==> src/rtl/srd_pkg.sv <==
// Sensor record deframer package: record kinds, status codes, record sizes
// and the queue entry passed from the parser to the output stage.
// No dependencies.
`default_nettype none
package srd_pkg;

  localparam logic [2:0] KIND_DIAG      = 3'd0;
  localparam logic [2:0] KIND_ODO       = 3'd1;
  localparam logic [2:0] KIND_GYRO      = 3'd2;
  localparam logic [2:0] KIND_GYRO_TEMP = 3'd3;
  localparam logic [2:0] KIND_ACC       = 3'd4;
  localparam logic [2:0] KIND_ACC_TEMP  = 3'd5;
  localparam logic [2:0] KIND_WHEEL     = 3'd6;
  localparam logic [2:0] KIND_NONE      = 3'd7;

  localparam logic [2:0] ST_OK         = 3'd0;
  localparam logic [2:0] ST_SHORT_HDR  = 3'd1;
  localparam logic [2:0] ST_TOO_MANY   = 3'd2;
  localparam logic [2:0] ST_UNKNOWN    = 3'd3;
  localparam logic [2:0] ST_TRUNCATED  = 3'd4;

  localparam int          RECORD_BYTES    = 10;
  localparam logic [15:0] RECORD_LIMIT_RST = 16'd30;
  localparam logic [15:0] ODO_WRAP        = 16'h0400;
  localparam logic [15:0] ODO_NEG_EDGE    = 16'hFC00;
  localparam logic [1:0]  HDR_DONE        = 2'd3;

  // One parsed transaction on its way to the output stage
  typedef struct packed {
    logic [2:0]  kind;
    logic [23:0] time_stamp;
    logic [15:0] first_value;
    logic [15:0] second_value;
    logic [15:0] third_value;
    logic [7:0]  flag_byte;
    logic [2:0]  status;
    logic        msg_end;
  } entry_t;

  // Record length in bytes, type byte included
  function automatic logic [3:0] kind_size(input logic [2:0] kind);
    logic [3:0] sz;
    unique case (kind)
      KIND_DIAG:      sz = 4'd6;
      KIND_ODO:       sz = 4'd7;
      KIND_GYRO:      sz = 4'd10;
      KIND_GYRO_TEMP: sz = 4'd6;
      KIND_ACC:       sz = 4'd10;
      KIND_ACC_TEMP:  sz = 4'd6;
      KIND_WHEEL:     sz = 4'd9;
      default:        sz = 4'd6;
    endcase
    return sz;
  endfunction

endpackage
`default_nettype wire

==> src/rtl/srd_front.sv <==
// Parser front end: header decode, record byte capture and status tracking.
// Depends on srd_pkg; pushes finished records and message ends into the queue.
`default_nettype none
module srd_front (
  input  wire logic           clk,
  input  wire logic           rst,
  input  wire logic           cfg_valid,
  input  wire logic [15:0]    cfg_data,
  input  wire logic           accept,
  input  wire logic [7:0]     byte_value,
  input  wire logic           end_of_message,
  output srd_pkg::entry_t     push_entry,
  output logic                push
);

  logic [15:0] record_limit;
  logic [1:0]  header_position, header_position_next;
  logic [15:0] records_remaining, records_remaining_next;
  logic [3:0]  record_byte_index, record_byte_index_next;
  logic [2:0]  current_kind, current_kind_next;
  logic [2:0]  parse_status, parse_status_next;
  logic        parse_finished, parse_finished_next;
  logic [7:0]  record_bytes [srd_pkg::RECORD_BYTES];
  logic [7:0]  cur [srd_pkg::RECORD_BYTES];
  logic        write_byte;
  logic        have_rec;
  logic [3:0]  index_inc;
  logic [2:0]  end_status;

  assign index_inc = record_byte_index + 4'd1;

  // Parse one byte
  always_comb begin
    header_position_next   = header_position;
    records_remaining_next = records_remaining;
    record_byte_index_next = record_byte_index;
    current_kind_next      = current_kind;
    parse_status_next      = parse_status;
    parse_finished_next    = parse_finished;
    write_byte             = 1'b0;
    have_rec               = 1'b0;
    if (!parse_finished) begin
      if (header_position != srd_pkg::HDR_DONE) begin
        if (header_position == 2'd1) begin
          records_remaining_next = {8'd0, byte_value};
        end else if (header_position == 2'd2) begin
          records_remaining_next = {byte_value, records_remaining[7:0]};
          if (records_remaining_next >= record_limit) begin
            parse_status_next   = srd_pkg::ST_TOO_MANY;
            parse_finished_next = 1'b1;
          end else if (records_remaining_next == 16'd0) begin
            parse_finished_next = 1'b1;
          end
        end
        header_position_next = header_position + 2'd1;
      end else if (record_byte_index == 4'd0) begin
        if (byte_value > {5'd0, srd_pkg::KIND_WHEEL}) begin
          parse_status_next   = srd_pkg::ST_UNKNOWN;
          parse_finished_next = 1'b1;
        end else begin
          current_kind_next      = byte_value[2:0];
          record_byte_index_next = 4'd1;
        end
      end else begin
        write_byte             = 1'b1;
        record_byte_index_next = index_inc;
        if (index_inc >= srd_pkg::kind_size(current_kind)) begin
          have_rec               = 1'b1;
          record_byte_index_next = 4'd0;
          records_remaining_next = records_remaining - 16'd1;
          if (records_remaining_next == 16'd0) parse_finished_next = 1'b1;
        end
      end
    end
    end_status = parse_status_next;
    if (!parse_finished_next) begin
      end_status = (header_position_next != srd_pkg::HDR_DONE) ?
                   srd_pkg::ST_SHORT_HDR : srd_pkg::ST_TRUNCATED;
    end
  end

  // Record bytes with the current byte folded in
  always_comb begin
    for (int j = 0; j < srd_pkg::RECORD_BYTES; j++) begin
      cur[j] = (write_byte && record_byte_index == 4'(j)) ? byte_value : record_bytes[j];
    end
  end

  // Build the queue entry
  always_comb begin
    push_entry              = '0;
    push_entry.kind         = have_rec ? current_kind : srd_pkg::KIND_NONE;
    if (have_rec) begin
      push_entry.time_stamp  = {cur[3], cur[2], cur[1]};
      push_entry.first_value = {cur[5], cur[4]};
      unique case (current_kind)
        srd_pkg::KIND_GYRO, srd_pkg::KIND_ACC: begin
          push_entry.second_value = {cur[7], cur[6]};
          push_entry.third_value  = {cur[9], cur[8]};
        end
        srd_pkg::KIND_ODO: begin
          push_entry.flag_byte = cur[6];
        end
        srd_pkg::KIND_WHEEL: begin
          push_entry.second_value = {cur[7], cur[6]};
          push_entry.flag_byte    = cur[8];
        end
        default: ;
      endcase
    end
    if (end_of_message) begin
      push_entry.status  = end_status;
      push_entry.msg_end = 1'b1;
    end
  end

  assign push = accept && (have_rec || end_of_message);

  // Capture record bytes
  always_ff @(posedge clk) begin
    if (accept && write_byte) record_bytes[record_byte_index] <= byte_value;
  end

  // Advance parser state; clear per message on its final byte
  always_ff @(posedge clk) begin
    if (rst) begin
      record_limit      <= srd_pkg::RECORD_LIMIT_RST;
      header_position   <= '0;
      records_remaining <= '0;
      record_byte_index <= '0;
      current_kind      <= '0;
      parse_status      <= '0;
      parse_finished    <= 1'b0;
    end else begin
      if (cfg_valid) record_limit <= cfg_data;
      if (accept) begin
        if (end_of_message) begin
          header_position   <= '0;
          records_remaining <= '0;
          record_byte_index <= '0;
          current_kind      <= '0;
          parse_status      <= '0;
          parse_finished    <= 1'b0;
        end else begin
          header_position   <= header_position_next;
          records_remaining <= records_remaining_next;
          record_byte_index <= record_byte_index_next;
          current_kind      <= current_kind_next;
          parse_status      <= parse_status_next;
          parse_finished    <= parse_finished_next;
        end
      end
    end
  end

endmodule
`default_nettype wire

==> src/rtl/srd_queue.sv <==
// Short queue of parsed entries between parser and output stage.
// Depends on srd_pkg for the entry type.
`default_nettype none
module srd_queue #(
  parameter int DEPTH = 4
) (
  input  wire logic            clk,
  input  wire logic            rst,
  input  wire logic            push,
  input  wire srd_pkg::entry_t push_entry,
  input  wire logic            pop,
  output srd_pkg::entry_t      head,
  output logic                 empty,
  output logic                 full
);

  localparam int PW = (DEPTH > 1) ? $clog2(DEPTH) : 1;
  localparam int CW = $clog2(DEPTH + 1);

  srd_pkg::entry_t slots [DEPTH];
  logic [PW-1:0]   wptr;
  logic [PW-1:0]   rptr;
  logic [CW-1:0]   count;

  assign empty = (count == '0);
  assign full  = (count == CW'(DEPTH));
  assign head  = slots[rptr];

  // Store pushed entries
  always_ff @(posedge clk) begin
    if (push) slots[wptr] <= push_entry;
  end

  // Advance pointers and occupancy
  always_ff @(posedge clk) begin
    if (rst) begin
      wptr  <= '0;
      rptr  <= '0;
      count <= '0;
    end else begin
      if (push) wptr <= (wptr == PW'(DEPTH - 1)) ? '0 : wptr + PW'(1);
      if (pop)  rptr <= (rptr == PW'(DEPTH - 1)) ? '0 : rptr + PW'(1);
      if (push && !pop)      count <= count + CW'(1);
      else if (pop && !push) count <= count - CW'(1);
    end
  end

endmodule
`default_nettype wire

==> src/rtl/srd_back.sv <==
// Output stage: odometer delta, wheel status decode and the result register.
// Depends on srd_pkg; pops entries from the queue.
`default_nettype none
module srd_back (
  input  wire logic            clk,
  input  wire logic            rst,
  input  wire srd_pkg::entry_t head,
  input  wire logic            empty,
  output logic                 pop,
  output logic                 out_valid,
  input  wire logic            out_ready,
  output logic [2:0]           record_kind,
  output logic [23:0]          time_stamp,
  output logic [15:0]          first_value,
  output logic [15:0]          second_value,
  output logic [15:0]          third_value,
  output logic [7:0]           flag_byte,
  output logic [15:0]          odo_delta,
  output logic                 rear_right_invalid,
  output logic                 rear_left_invalid,
  output logic [1:0]           drive_direction,
  output logic [2:0]           message_status,
  output logic                 message_end
);

  logic        odo_started;
  logic [15:0] odo_last_count;
  logic        is_odo;
  logic        is_wheel;
  logic [15:0] diff;
  logic [15:0] delta;
  logic [1:0]  dir;

  assign pop      = !empty && (!out_valid || out_ready);
  assign is_odo   = (head.kind == srd_pkg::KIND_ODO);
  assign is_wheel = (head.kind == srd_pkg::KIND_WHEEL);
  assign diff     = head.first_value - odo_last_count;

  // Fold negative counter steps once by 1024, then take the magnitude
  always_comb begin
    if (!odo_started)                     delta = head.first_value;
    else if (!diff[15])                   delta = diff;
    else if (diff >= srd_pkg::ODO_NEG_EDGE) delta = diff + srd_pkg::ODO_WRAP;
    else                                  delta = srd_pkg::ODO_NEG_EDGE - diff;
  end

  // Decode drive direction from status bits 3:2
  always_comb begin
    unique case (head.flag_byte[3:2])
      2'b01:   dir = 2'd1;
      2'b10:   dir = 2'd2;
      default: dir = 2'd0;
    endcase
  end

  // Hold odometer history across messages
  always_ff @(posedge clk) begin
    if (rst) begin
      odo_started    <= 1'b0;
      odo_last_count <= '0;
    end else if (pop && is_odo) begin
      odo_started    <= 1'b1;
      odo_last_count <= head.first_value;
    end
  end

  // Result valid flag
  always_ff @(posedge clk) begin
    if (rst) begin
      out_valid <= 1'b0;
    end else if (pop) begin
      out_valid <= 1'b1;
    end else if (out_ready) begin
      out_valid <= 1'b0;
    end
  end

  // Load the result register
  always_ff @(posedge clk) begin
    if (pop) begin
      record_kind        <= head.kind;
      time_stamp         <= head.time_stamp;
      first_value        <= head.first_value;
      second_value       <= head.second_value;
      third_value        <= head.third_value;
      flag_byte          <= head.flag_byte;
      odo_delta          <= is_odo ? delta : 16'd0;
      rear_right_invalid <= is_wheel & head.flag_byte[0];
      rear_left_invalid  <= is_wheel & head.flag_byte[1];
      drive_direction    <= is_wheel ? dir : 2'd0;
      message_status     <= head.status;
      message_end        <= head.msg_end;
    end
  end

endmodule
`default_nettype wire

==> src/rtl/sensor_record_deframer_top.sv <==
// Sensor record deframer top level: parser, entry queue and output stage.
// Depends on srd_pkg, srd_front, srd_queue and srd_back.
//
// Usage:
//   Input channel (in_valid/in_ready) carries one message byte per
//   transaction with end_of_message on the final byte. The output channel
//   (out_valid/out_ready) gives one result per finished record and one on
//   the final byte of each message (message_end = 1 with message_status);
//   a record finished by the final byte shares that result.
//   Configuration channel (cfg_valid/cfg_ready, cfg_data) writes the record
//   limit; it is always ready. It must be written only while the block is
//   idle; the user is bound to this, the block itself does not enforce it.
//   Throughput: one byte per cycle while in_ready is high. A result is
//   queued when its byte is accepted, then loaded into the output register.
//   A stalled receiver holds the output register; the queue of QUEUE_DEPTH
//   entries keeps taking bytes until it fills, then in_ready drops.
//   Reset sets the record limit to 30, clears the parser, the queue and the
//   odometer history; it needs no clearing pass.
`default_nettype none
module sensor_record_deframer_top #(
  parameter int QUEUE_DEPTH = 4
) (
  input  wire logic         clk,
  input  wire logic         rst,
  input  wire logic         in_valid,
  output logic              in_ready,
  input  wire logic [7:0]   byte_value,
  input  wire logic         end_of_message,
  input  wire logic         cfg_valid,
  output logic              cfg_ready,
  input  wire logic [15:0]  cfg_data,
  output logic              out_valid,
  input  wire logic         out_ready,
  output logic [2:0]        record_kind,
  output logic [23:0]       time_stamp,
  output logic [15:0]       first_value,
  output logic [15:0]       second_value,
  output logic [15:0]       third_value,
  output logic [7:0]        flag_byte,
  output logic [15:0]       odo_delta,
  output logic              rear_right_invalid,
  output logic              rear_left_invalid,
  output logic [1:0]        drive_direction,
  output logic [2:0]        message_status,
  output logic              message_end
);

  srd_pkg::entry_t push_entry;
  srd_pkg::entry_t head;
  logic            push;
  logic            pop;
  logic            empty;
  logic            full;
  logic            accept;

  assign cfg_ready = 1'b1;
  assign in_ready  = !full;
  assign accept    = in_valid && in_ready;

  srd_front u_front (
    .clk            (clk),
    .rst            (rst),
    .cfg_valid      (cfg_valid),
    .cfg_data       (cfg_data),
    .accept         (accept),
    .byte_value     (byte_value),
    .end_of_message (end_of_message),
    .push_entry     (push_entry),
    .push           (push)
  );

  srd_queue #(
    .DEPTH (QUEUE_DEPTH)
  ) u_queue (
    .clk        (clk),
    .rst        (rst),
    .push       (push),
    .push_entry (push_entry),
    .pop        (pop),
    .head       (head),
    .empty      (empty),
    .full       (full)
  );

  srd_back u_back (
    .clk                (clk),
    .rst                (rst),
    .head               (head),
    .empty              (empty),
    .pop                (pop),
    .out_valid          (out_valid),
    .out_ready          (out_ready),
    .record_kind        (record_kind),
    .time_stamp         (time_stamp),
    .first_value        (first_value),
    .second_value       (second_value),
    .third_value        (third_value),
    .flag_byte          (flag_byte),
    .odo_delta          (odo_delta),
    .rear_right_invalid (rear_right_invalid),
    .rear_left_invalid  (rear_left_invalid),
    .drive_direction    (drive_direction),
    .message_status     (message_status),
    .message_end        (message_end)
  );

endmodule
`default_nettype wire

==> config.mk <==
export PLATFORM = sky130hd
export DESIGN_NAME = sensor_record_deframer_top
export DESIGN_NICKNAME = d
export VERILOG_FILES = /design/src/rtl/srd_pkg.sv /design/src/rtl/srd_front.sv /design/src/rtl/srd_queue.sv /design/src/rtl/srd_back.sv /design/src/rtl/sensor_record_deframer_top.sv
export SDC_FILE = /design/constraint.sdc
export NUM_CORES = 1
export LEC_CHECK = 0
export ABC_AREA = 1
export BUFFER_PORTS_ARGS = -buffer_cell sky130_fd_sc_hd__clkbuf_2
export CAP_MARGIN = 10
export CELL_PAD_IN_SITES_DETAIL_PLACEMENT = 1
export CELL_PAD_IN_SITES_GLOBAL_PLACEMENT = 1
export CORE_MARGIN = 1
export CORE_UTILIZATION = 30
export CTS_CLUSTER_DIAMETER = 150
export DETAILED_ROUTE_END_ITERATION = 6
export GPL_TIMING_DRIVEN = 1
export HOLD_SLACK_MARGIN = 0.12
export PLACE_DENSITY = 0.59
export SETUP_SLACK_MARGIN = 0.05
export SLEW_MARGIN = 0
export SYNTH_ARGS = -nofsm -noshare
export SYNTH_HDL_FRONTEND = slang
export SYNTH_SLANG_ARGS = --single-unit
==> constraint.sdc <==
create_clock -name clk -period 11.1 [get_ports clk]
set_clock_uncertainty 0.1 [all_clocks]
set_input_delay 1.11 -clock clk [delete_from_list [all_inputs] [get_ports clk]]
set_output_delay 1.11 -clock clk [all_outputs]
set_load 0.02 [all_outputs]
==> results of run 1 <==
[report_power, final]
part	internal (mW)	switching [mW]
clock	1.32	0.934
sequential	2.86	0.145
combinational	0.648	1.81
[worst max-delay path, stage by stage, from the launching register on]
cell and delay [ns]:
sky130_fd_sc_hd__dfxtp_4 0.85, sky130_fd_sc_hd__buf_4 0.96, sky130_fd_sc_hd__o21ai_0 0.25, sky130_fd_sc_hd__o22ai_1 0.56
sky130_fd_sc_hd__ha_1 0.35, sky130_fd_sc_hd__nand3_1 0.12, sky130_fd_sc_hd__nand2_1 0.09, sky130_fd_sc_hd__nand2_1 0.12
sky130_fd_sc_hd__nand2_2 0.09, sky130_fd_sc_hd__nand2_1 0.09, sky130_fd_sc_hd__nand2_1 0.05, sky130_fd_sc_hd__nand2_1 0.07
sky130_fd_sc_hd__nand2_2 0.08, sky130_fd_sc_hd__ha_1 0.27, sky130_fd_sc_hd__nand2_2 0.12, sky130_fd_sc_hd__nor2_4 0.05
sky130_fd_sc_hd__nor2_4 0.38, sky130_fd_sc_hd__nand2_1 0.11, sky130_fd_sc_hd__nand2_1 0.08, sky130_fd_sc_hd__nand3_1 0.07
sky130_fd_sc_hd__nand2_1 0.10, sky130_fd_sc_hd__inv_1 0.04
[through the flow]
step,worst slack (ns),total power [mW],std cells,utilization,hold WS (ns)
finish,5.654,7.711,3649,0.3512,0.3531
global placement,5.973,5.484,3523,0.3249,0.3339
floorplan,2.651,4.717,2315,-,0.3195
detailed placement,5.639,5.549,3523,0.3249,0.3386
global route,5.108,8.170,3649,0.3512,0.3703
CTS,5.612,7.835,3649,0.3512,0.3522
[final timing paths]
kind / startpoint / to / slack (ns) / cells past startpoint
setup / recovery: flip-flop / u_back.odo_delta[4] / 5.65 / 21
hold / removal: u_front.parse_status[2] / u_front.parse_status[2] / 0.35 / 2
setup reg to reg: flip-flop / u_back.odo_delta[4] / 5.65 / 21
hold reg to reg: u_front.parse_status[2] / u_front.parse_status[2] / 0.35 / 2
[state kept, by name, summed over array words and instances (netlist names), 4 cells and up, named ones only]
name and cells:
u_queue.slots 348, u_front.record_bytes 72, u_back.time_stamp 24, u_back.first_value 16, u_back.odo_delta 16, u_back.odo_last_count 16
u_back.second_value 16, u_back.third_value 16, u_front.record_limit 16, u_front.records_remaining 16, u_back.flag_byte 8, u_front.record_byte_index 4
[per-layer routing]
layer  part of all wire  track usage  vias up  routed length [um]
met4              0.025      0.05551        0                1824
met3              0.046      0.02752       94                3314
li1                   -            -     8407                   -
met5                  0            0        -                   0
met2               0.48       0.2802      340               34490
met1               0.45       0.2203     8918               32950
[logic make-up after synthesis]
kind of cell | synth area share
other cells | 0.0001457
simple gates | 0.1399
buf+inv | 0.04755
flops | 0.6709
fa+ha+maj | 0.02586
xor+xnor | 0.003403
compound gates | 0.1123
[final cells by class]
type | count | area, um^2
fill | 9382 | 55160
tap | 1144 | 1431
timing repair buffer | 159 | 848.3
multi-input combinational | 1417 | 7291
inverter | 204 | 775.7
clock inverter | 43 | 424.2
sequential | 599 | 17270
clock buffer | 83 | 1810
[cell usage after synthesis (all sizes together)]
master	instances	share of area
o211ai	3	0.00088
o2111ai	1	0.00034
dfxtp	72	0.056
nor3	17	0.0058
o21bai	1	0.00029
a211oi	16	0.0060
nand2	409	0.063
clkbuf	69	0.010
conb	1	0.00015
nand4	13	0.0042
o22ai	87	0.022
a21oi	164	0.032
or2	3	0.00073
nor4	2	0.00049
inv	200	0.029
nand3	90	0.019
a221oi	2	0.00068
edfxtp	527	0.61
and3	1	0.00024
buf	26	0.0074
xnor2	2	0.00068
clkinv	4	0.00058
nor2	302	0.046
ha	50	0.024
a32o	1	0.00039
a32oi	10	0.0034
o21ai	224	0.044
o32ai	1	0.00034
and2	2	0.00049
o211a	1	0.00039
xor2	8	0.0027
o21a	1	0.00029
a22oi	2	0.00058
a31oi	1	0.00024
fa	2	0.0016
[cells in the final DEF (no fill, tap or decap), types with 12 or more instances in the layout]
| cell | n |
|---|---|
| sky130_fd_sc_hd__edfxtp_1 | 527 |
| sky130_fd_sc_hd__nand2_1 | 388 |
| sky130_fd_sc_hd__nor2_1 | 289 |
| sky130_fd_sc_hd__o21ai_0 | 190 |
| sky130_fd_sc_hd__inv_1 | 180 |
| sky130_fd_sc_hd__a21oi_1 | 160 |
| sky130_fd_sc_hd__clkbuf_2 | 138 |
| sky130_fd_sc_hd__o22ai_1 | 85 |
| sky130_fd_sc_hd__nand3_1 | 82 |
| sky130_fd_sc_hd__clkbuf_16 | 70 |
| sky130_fd_sc_hd__dfxtp_1 | 70 |
| sky130_fd_sc_hd__ha_1 | 50 |
| sky130_fd_sc_hd__o21ai_1 | 31 |
| sky130_fd_sc_hd__clkinv_1 | 21 |
| sky130_fd_sc_hd__buf_4 | 21 |
| sky130_fd_sc_hd__nand2_2 | 18 |
| sky130_fd_sc_hd__inv_2 | 17 |
| sky130_fd_sc_hd__clkbuf_1 | 12 |
==> impl_summary.log, run 1 <==
[metrics] wire length of the first global-routing pass: 110.6 mm
[metrics] DRC Markers: 0
[metrics] Clock Latency Late Sink: 0.62 ns
[metrics] Min Clock Period, post-route: 5.446 ns
[metrics] number of rows in the core area: approximately 110
[metrics] CTS H-tree depth: 3
[metrics] Post-Synthesis Cells: ~2300
[metrics] GP Congestion: between 0.8 and 0.9
[metrics] total number of vias: 17760
[metrics] HPWL after detailed placement: ~47 mm
[metrics] IR Drop Worst-Case VDD: approximately 0.00011 V
[metrics] number of slew-limit violations in the final report: 0
[metrics] mean instance size in the synthesized netlist: ~11 um^2
[metrics] number of gates resized after cts: 0
[metrics] starting utilization of the core area: 0.3027
[metrics] buffer levels on the longest clock path: 3
[metrics] total I/O pin count: 140
[metrics] clock tree from TritonCTS: yes
[metrics] nets: 2532
[metrics] fin crit share: 0.4906
[metrics] register bit total from synthesis: 599
[metrics] result of the run: completed
[metrics] height of the die: ~290 um
[metrics] initial antenna violation count: 0
[metrics] slew at the pin closest to its max-slew limit: roughly 1.1 ns
[metrics] via count normalized by instance count: ~4.9
[metrics] largest net degree at the start of global routing: ~110
[metrics] Total Wirelength: slightly above 70 mm
[metrics] setup repair after global routing missed its margin: false
[metrics] drt wl/cell: about 20 um
[metrics] number of maximum-capacitance constraint violations: 0
[metrics] post-synthesis sequential area ratio: 0.6709
[metrics] number of buffers added to fix hold violations after cts: 0
[metrics] Ys Warns: 0
[metrics] dpl cell area: 0.02762 mm^2
[metrics] global router's overall resource usage: 0.1678
[metrics] number of buffer cells added on primary ports: 138
[metrics] # Post-CTS Setup Buffers: 0
[metrics] layout cells sized above 1: 0.1405
[metrics] core outline area: about 0.085 mm^2
[metrics] horizontal die dimension: roughly 290 um
[metrics] clock-pin slew on the worst setup and hold paths: about 0.06 ns
[metrics] PD cells: around 260 mW/mm^2
[metrics] ANT cells: 0
[metrics] number of clock buffers inserted by TritonCTS: between 60 and 70
[metrics] total nets after synthesis: 2397
[metrics] required time of the critical path: 11.37 ns
[metrics] largest driver fanout on the critical path: approximately 100
[metrics] root buffer selected by CTS: sky130_fd_sc_hd__clkbuf_16
[metrics] number of setup violations in the final report: 0
[metrics] Setup CP Type: reg -> reg
[metrics] type of the tightest min-delay check: reg -> reg
[metrics] vias in the first global route: about 19000
[metrics] leakage power figure: 10.99 nW
[metrics] Sum Neg Setup Slack: 0 ns
[metrics] sort of element at the end of the critical path: flip-flop
[metrics] number of iterations in the first detailed-routing pass: 5
[metrics] number of nets with antenna violations after detailed routing: 0
[metrics] layout overhead on the synthesized area: 16.00%
[metrics] Final Cell Area: 0.02985 mm^2
[metrics] Max Clk Rate: between 150 and 200 MHz
[metrics] Post-Synthesis Cell Area: between 0.02 and 0.03 mm^2
[metrics] final count of hold timing violations: 0
[metrics] area of the die: roughly 0.087 mm^2
[metrics] TritonCTS Sinks: between 500 and 600
[metrics] Iteration-0 DRC Markers: between 1000 and 1500
[metrics] startpoint types: flip-flop
[metrics] Cell variety after synth: 58
[metrics] relative slew slack: 0.2514
[metrics] CP Data Arrival Time: ~5.7 ns
[metrics] residual overflow from global routing: 0
(Power assumes the default switching activity.)
==> run 2, diff against run 1 <==
- clock period: 11.1 -> 5.44 ns (I/O delays scaled with it)
==> run 2 against run 1 <==
Effect of this change: flip-flop and latch count unchanged; maximum frequency is 24% higher; total power increased by 100%; die area unchanged; routed wire length about the same; final area up 0.37%; sequential share of layout area is 0.21 points lower; count of clock-buffer cells in the layout is 2 higher; clock power is 94% higher; critical path type unchanged.
==> impl_summary.log, run 2 (synthesis gave the netlist of run 1 again) <==
[metrics] internal power consumption: 9.611 mW
[metrics] layout overhead on the synthesized area: 16.42%
[metrics] HPWL after detailed placement: approximately 46 mm
[metrics] number of rows in the core area: 107
[metrics] PD cells: approximately 520 mW/mm^2
[metrics] relative slew slack: 0.3138
[metrics] required time of the critical path: about 5.7 ns
[metrics] final core utilization: 0.3524
[metrics] proportion of power drawn by the clock network: 0.282
[metrics] dpl cell area: 0.02769 mm^2
[metrics] startpoint types: flip-flop
[metrics] Total Wirelength: a little over 70 mm
[metrics] horizontal die dimension: 294.9 um
[metrics] number of maximum-capacitance constraint violations: 0
[metrics] initial antenna violation count: 0
[metrics] clock tree from TritonCTS: yes
[metrics] # Post-CTS Setup Buffers: 0
[metrics] number of setup violations in the final report: 0
[metrics] nets: between 2000 and 3000
[metrics] number of buffer cells added on primary ports: ~140
[metrics] Min-Delay Path Depth: 3
[metrics] root buffer selected by CTS: sky130_fd_sc_hd__clkbuf_16
[metrics] area of the die: about 0.087 mm^2
[metrics] part of the power in registers: 0.393
[metrics] residual overflow from global routing: 0
[metrics] register name with the most flops: u_queue.slots
[metrics] fin crit share: 0.8082
[metrics] starting utilization of the core area: 0.3027
[metrics] Crit path largest cell delay: ~0.76 ns
[metrics] type of the tightest min-delay check: in -> reg
[metrics] final count of hold timing violations: 0
[metrics] max FFs per register: between 300 and 400
[metrics] Worst R2R Path Depth: 21
[metrics] layout cells sized above 1: 0.1423
[metrics] cell chain of the critical path: buf_4, o21ai_0, o22ai_1, ha_1, nand3_1, nand2_1, nand2_1, nand2_2, nand2_1, nand2_1, nand2_1, nand2_2, ha_1, nand2_2, nor2_4, nor2_4, nand2_1, nand2_1, nand3_1, nand2_1, inv_1
[metrics] largest driver fanout on the critical path: 77
[metrics] Final Cell Area: approximately 0.03 mm^2
[metrics] number of slew-limit violations in the final report: 0
[metrics] DRC Markers: 0
[metrics] number of clock buffers inserted by TritonCTS: 68
[metrics] CTS H-tree depth: 3
[metrics] wire length of the first global-routing pass: 111.4 mm
[metrics] drt wl/cell: about 20 um
[metrics] vias in the first global route: between 15000 and 20000
[metrics] result of the run: completed
[metrics] setup repair after global routing missed its margin: false
[metrics] CP Data Arrival Time: between 4 and 5 ns
[metrics] most common library cell in the layout ignoring fill and taps: sky130_fd_sc_hd__edfxtp_1
[metrics] slew at the pin closest to its max-slew limit: about 1.0 ns
[metrics] Hold Slack: 0.1570 ns
[metrics] number of nets with antenna violations after detailed routing: 0
[metrics] clock-pin slew on the worst setup and hold paths: about 0.060 ns
[metrics] Max Clk Rate: 227.4 MHz
[metrics] via count normalized by instance count: between 4 and 5
[metrics] core outline area: 0.08501 mm^2
[metrics] number of iterations in the first detailed-routing pass: 5
[metrics] Setup CP Type: reg -> reg
[metrics] buffer levels on the longest clock path: 3
[metrics] total number of vias: 17830
[metrics] leakage power figure: approximately 11 nW
[metrics] Iteration-0 DRC Markers: 953
[metrics] Top Registers: u_queue.slots (348), u_front.record_bytes (72), u_back.time_stamp (24)
[metrics] Min Clock Period, post-route: roughly 4.4 ns
[metrics] Sum Neg Setup Slack: 0 ns
[metrics] most frequent cell on the critical path: sky130_fd_sc_hd__nand2_1
[metrics] sort of element at the end of the critical path: flip-flop
[metrics] share of total power in combinational logic: 0.325
[metrics] top library cells by usage in the layout, fill and taps aside: sky130_fd_sc_hd__edfxtp_1, sky130_fd_sc_hd__nand2_1, sky130_fd_sc_hd__nor2_1
[metrics] GP Congestion: between 0.8 and 0.9
[metrics] switching portion of total power: 0.3792
[metrics] height of the die: slightly below 300 um
[metrics] global router's overall resource usage: 0.1673
[metrics] IR Drop Worst-Case VDD: between 0.0002 and 0.0003 V
[metrics] reported net switching power: 5.870 mW
[metrics] largest net degree at the start of global routing: 82
[metrics] total I/O pin count: 140
[metrics] worst reg-to-reg setup slack: roughly 1.0 ns
[metrics] master of the slowest instance on the critical path: sky130_fd_sc_hd__buf_4
[metrics] Clock Latency Late Sink: 0.62 ns
[metrics] TritonCTS Sinks: 599
run 2: per-layer routing:
metal  up-vias  global-route usage  part of all wire
met3       100             0.02820             0.039
met2       313              0.2844              0.48
met1      9000              0.2170              0.46
li1       8417                   -                 -
met5         -                   0                 0
met4         0             0.05043             0.023
run 2: timing repair:
item | 4_1_cts | 5_1_grt
hold endpoints to repair | 14 | 0
gates resized for setup | 0 | 0
hold buffers | 14 | 0
run 2: power groups by stage:
stage          registers (mW)  clock network (mW)  logic [mW]
6_report                 6.09                4.36        5.03
5_1_grt                  6.17                4.66        5.61
4_1_cts                  6.11                4.50        5.13
3_5_place_dp             6.20                   0        5.09
3_3_place_gp             6.19                   0        4.96
2_1_floorplan            6.72                   0        2.85
run 2: layout make-up:
cell class / count / area (um^2)
Multi-Input combinational cell: 1417 / 7291
Sequential cell: 599 / 17270
Clock buffer: 85 / 1805
Inverter: 204 / 775.7
Clock inverter: 36 / 324.1
Timing Repair Buffer: 181 / 1061
Tap cell: 1144 / 1431
Fill cell: 9325 / 55050
Antenna cell: 1 / 2.502
run 2: path summary, 6_finish.rpt:
kind | startpoint | end
setup reg to reg | flip-flop | u_back.odo_delta[8]
hold / removal | cfg_data[11] | u_front.record_limit[11]
setup / recovery | flip-flop | u_back.odo_delta[8]
hold reg to reg | u_front.parse_status[2] | u_front.parse_status[2]
run 2: stage by stage:
step	total power [mW]	worst slack (ns)	instances
after floorplan	9.575	-0.6349	2315
after global placement	11.16	1.149	3531
after detailed placement	11.29	1.015	3531
after CTS	15.75	0.9932	3666
after global routing	16.44	0.4765	3666
final	15.48	1.043	3667
run 2: worst max-delay path: cells and delay by family (launching register included):
| kind | cells | cell delay [ns] |
|---|---|---|
| AO/OA/AOI/OAI | 2 | 0.67 |
| adder cells (fa/ha/maj) | 2 | 0.59 |
| AND/OR/NAND/NOR | 15 | 1.62 |
| flip-flops | 1 | 0.33 |
| buffers and inverters | 2 | 0.80 |
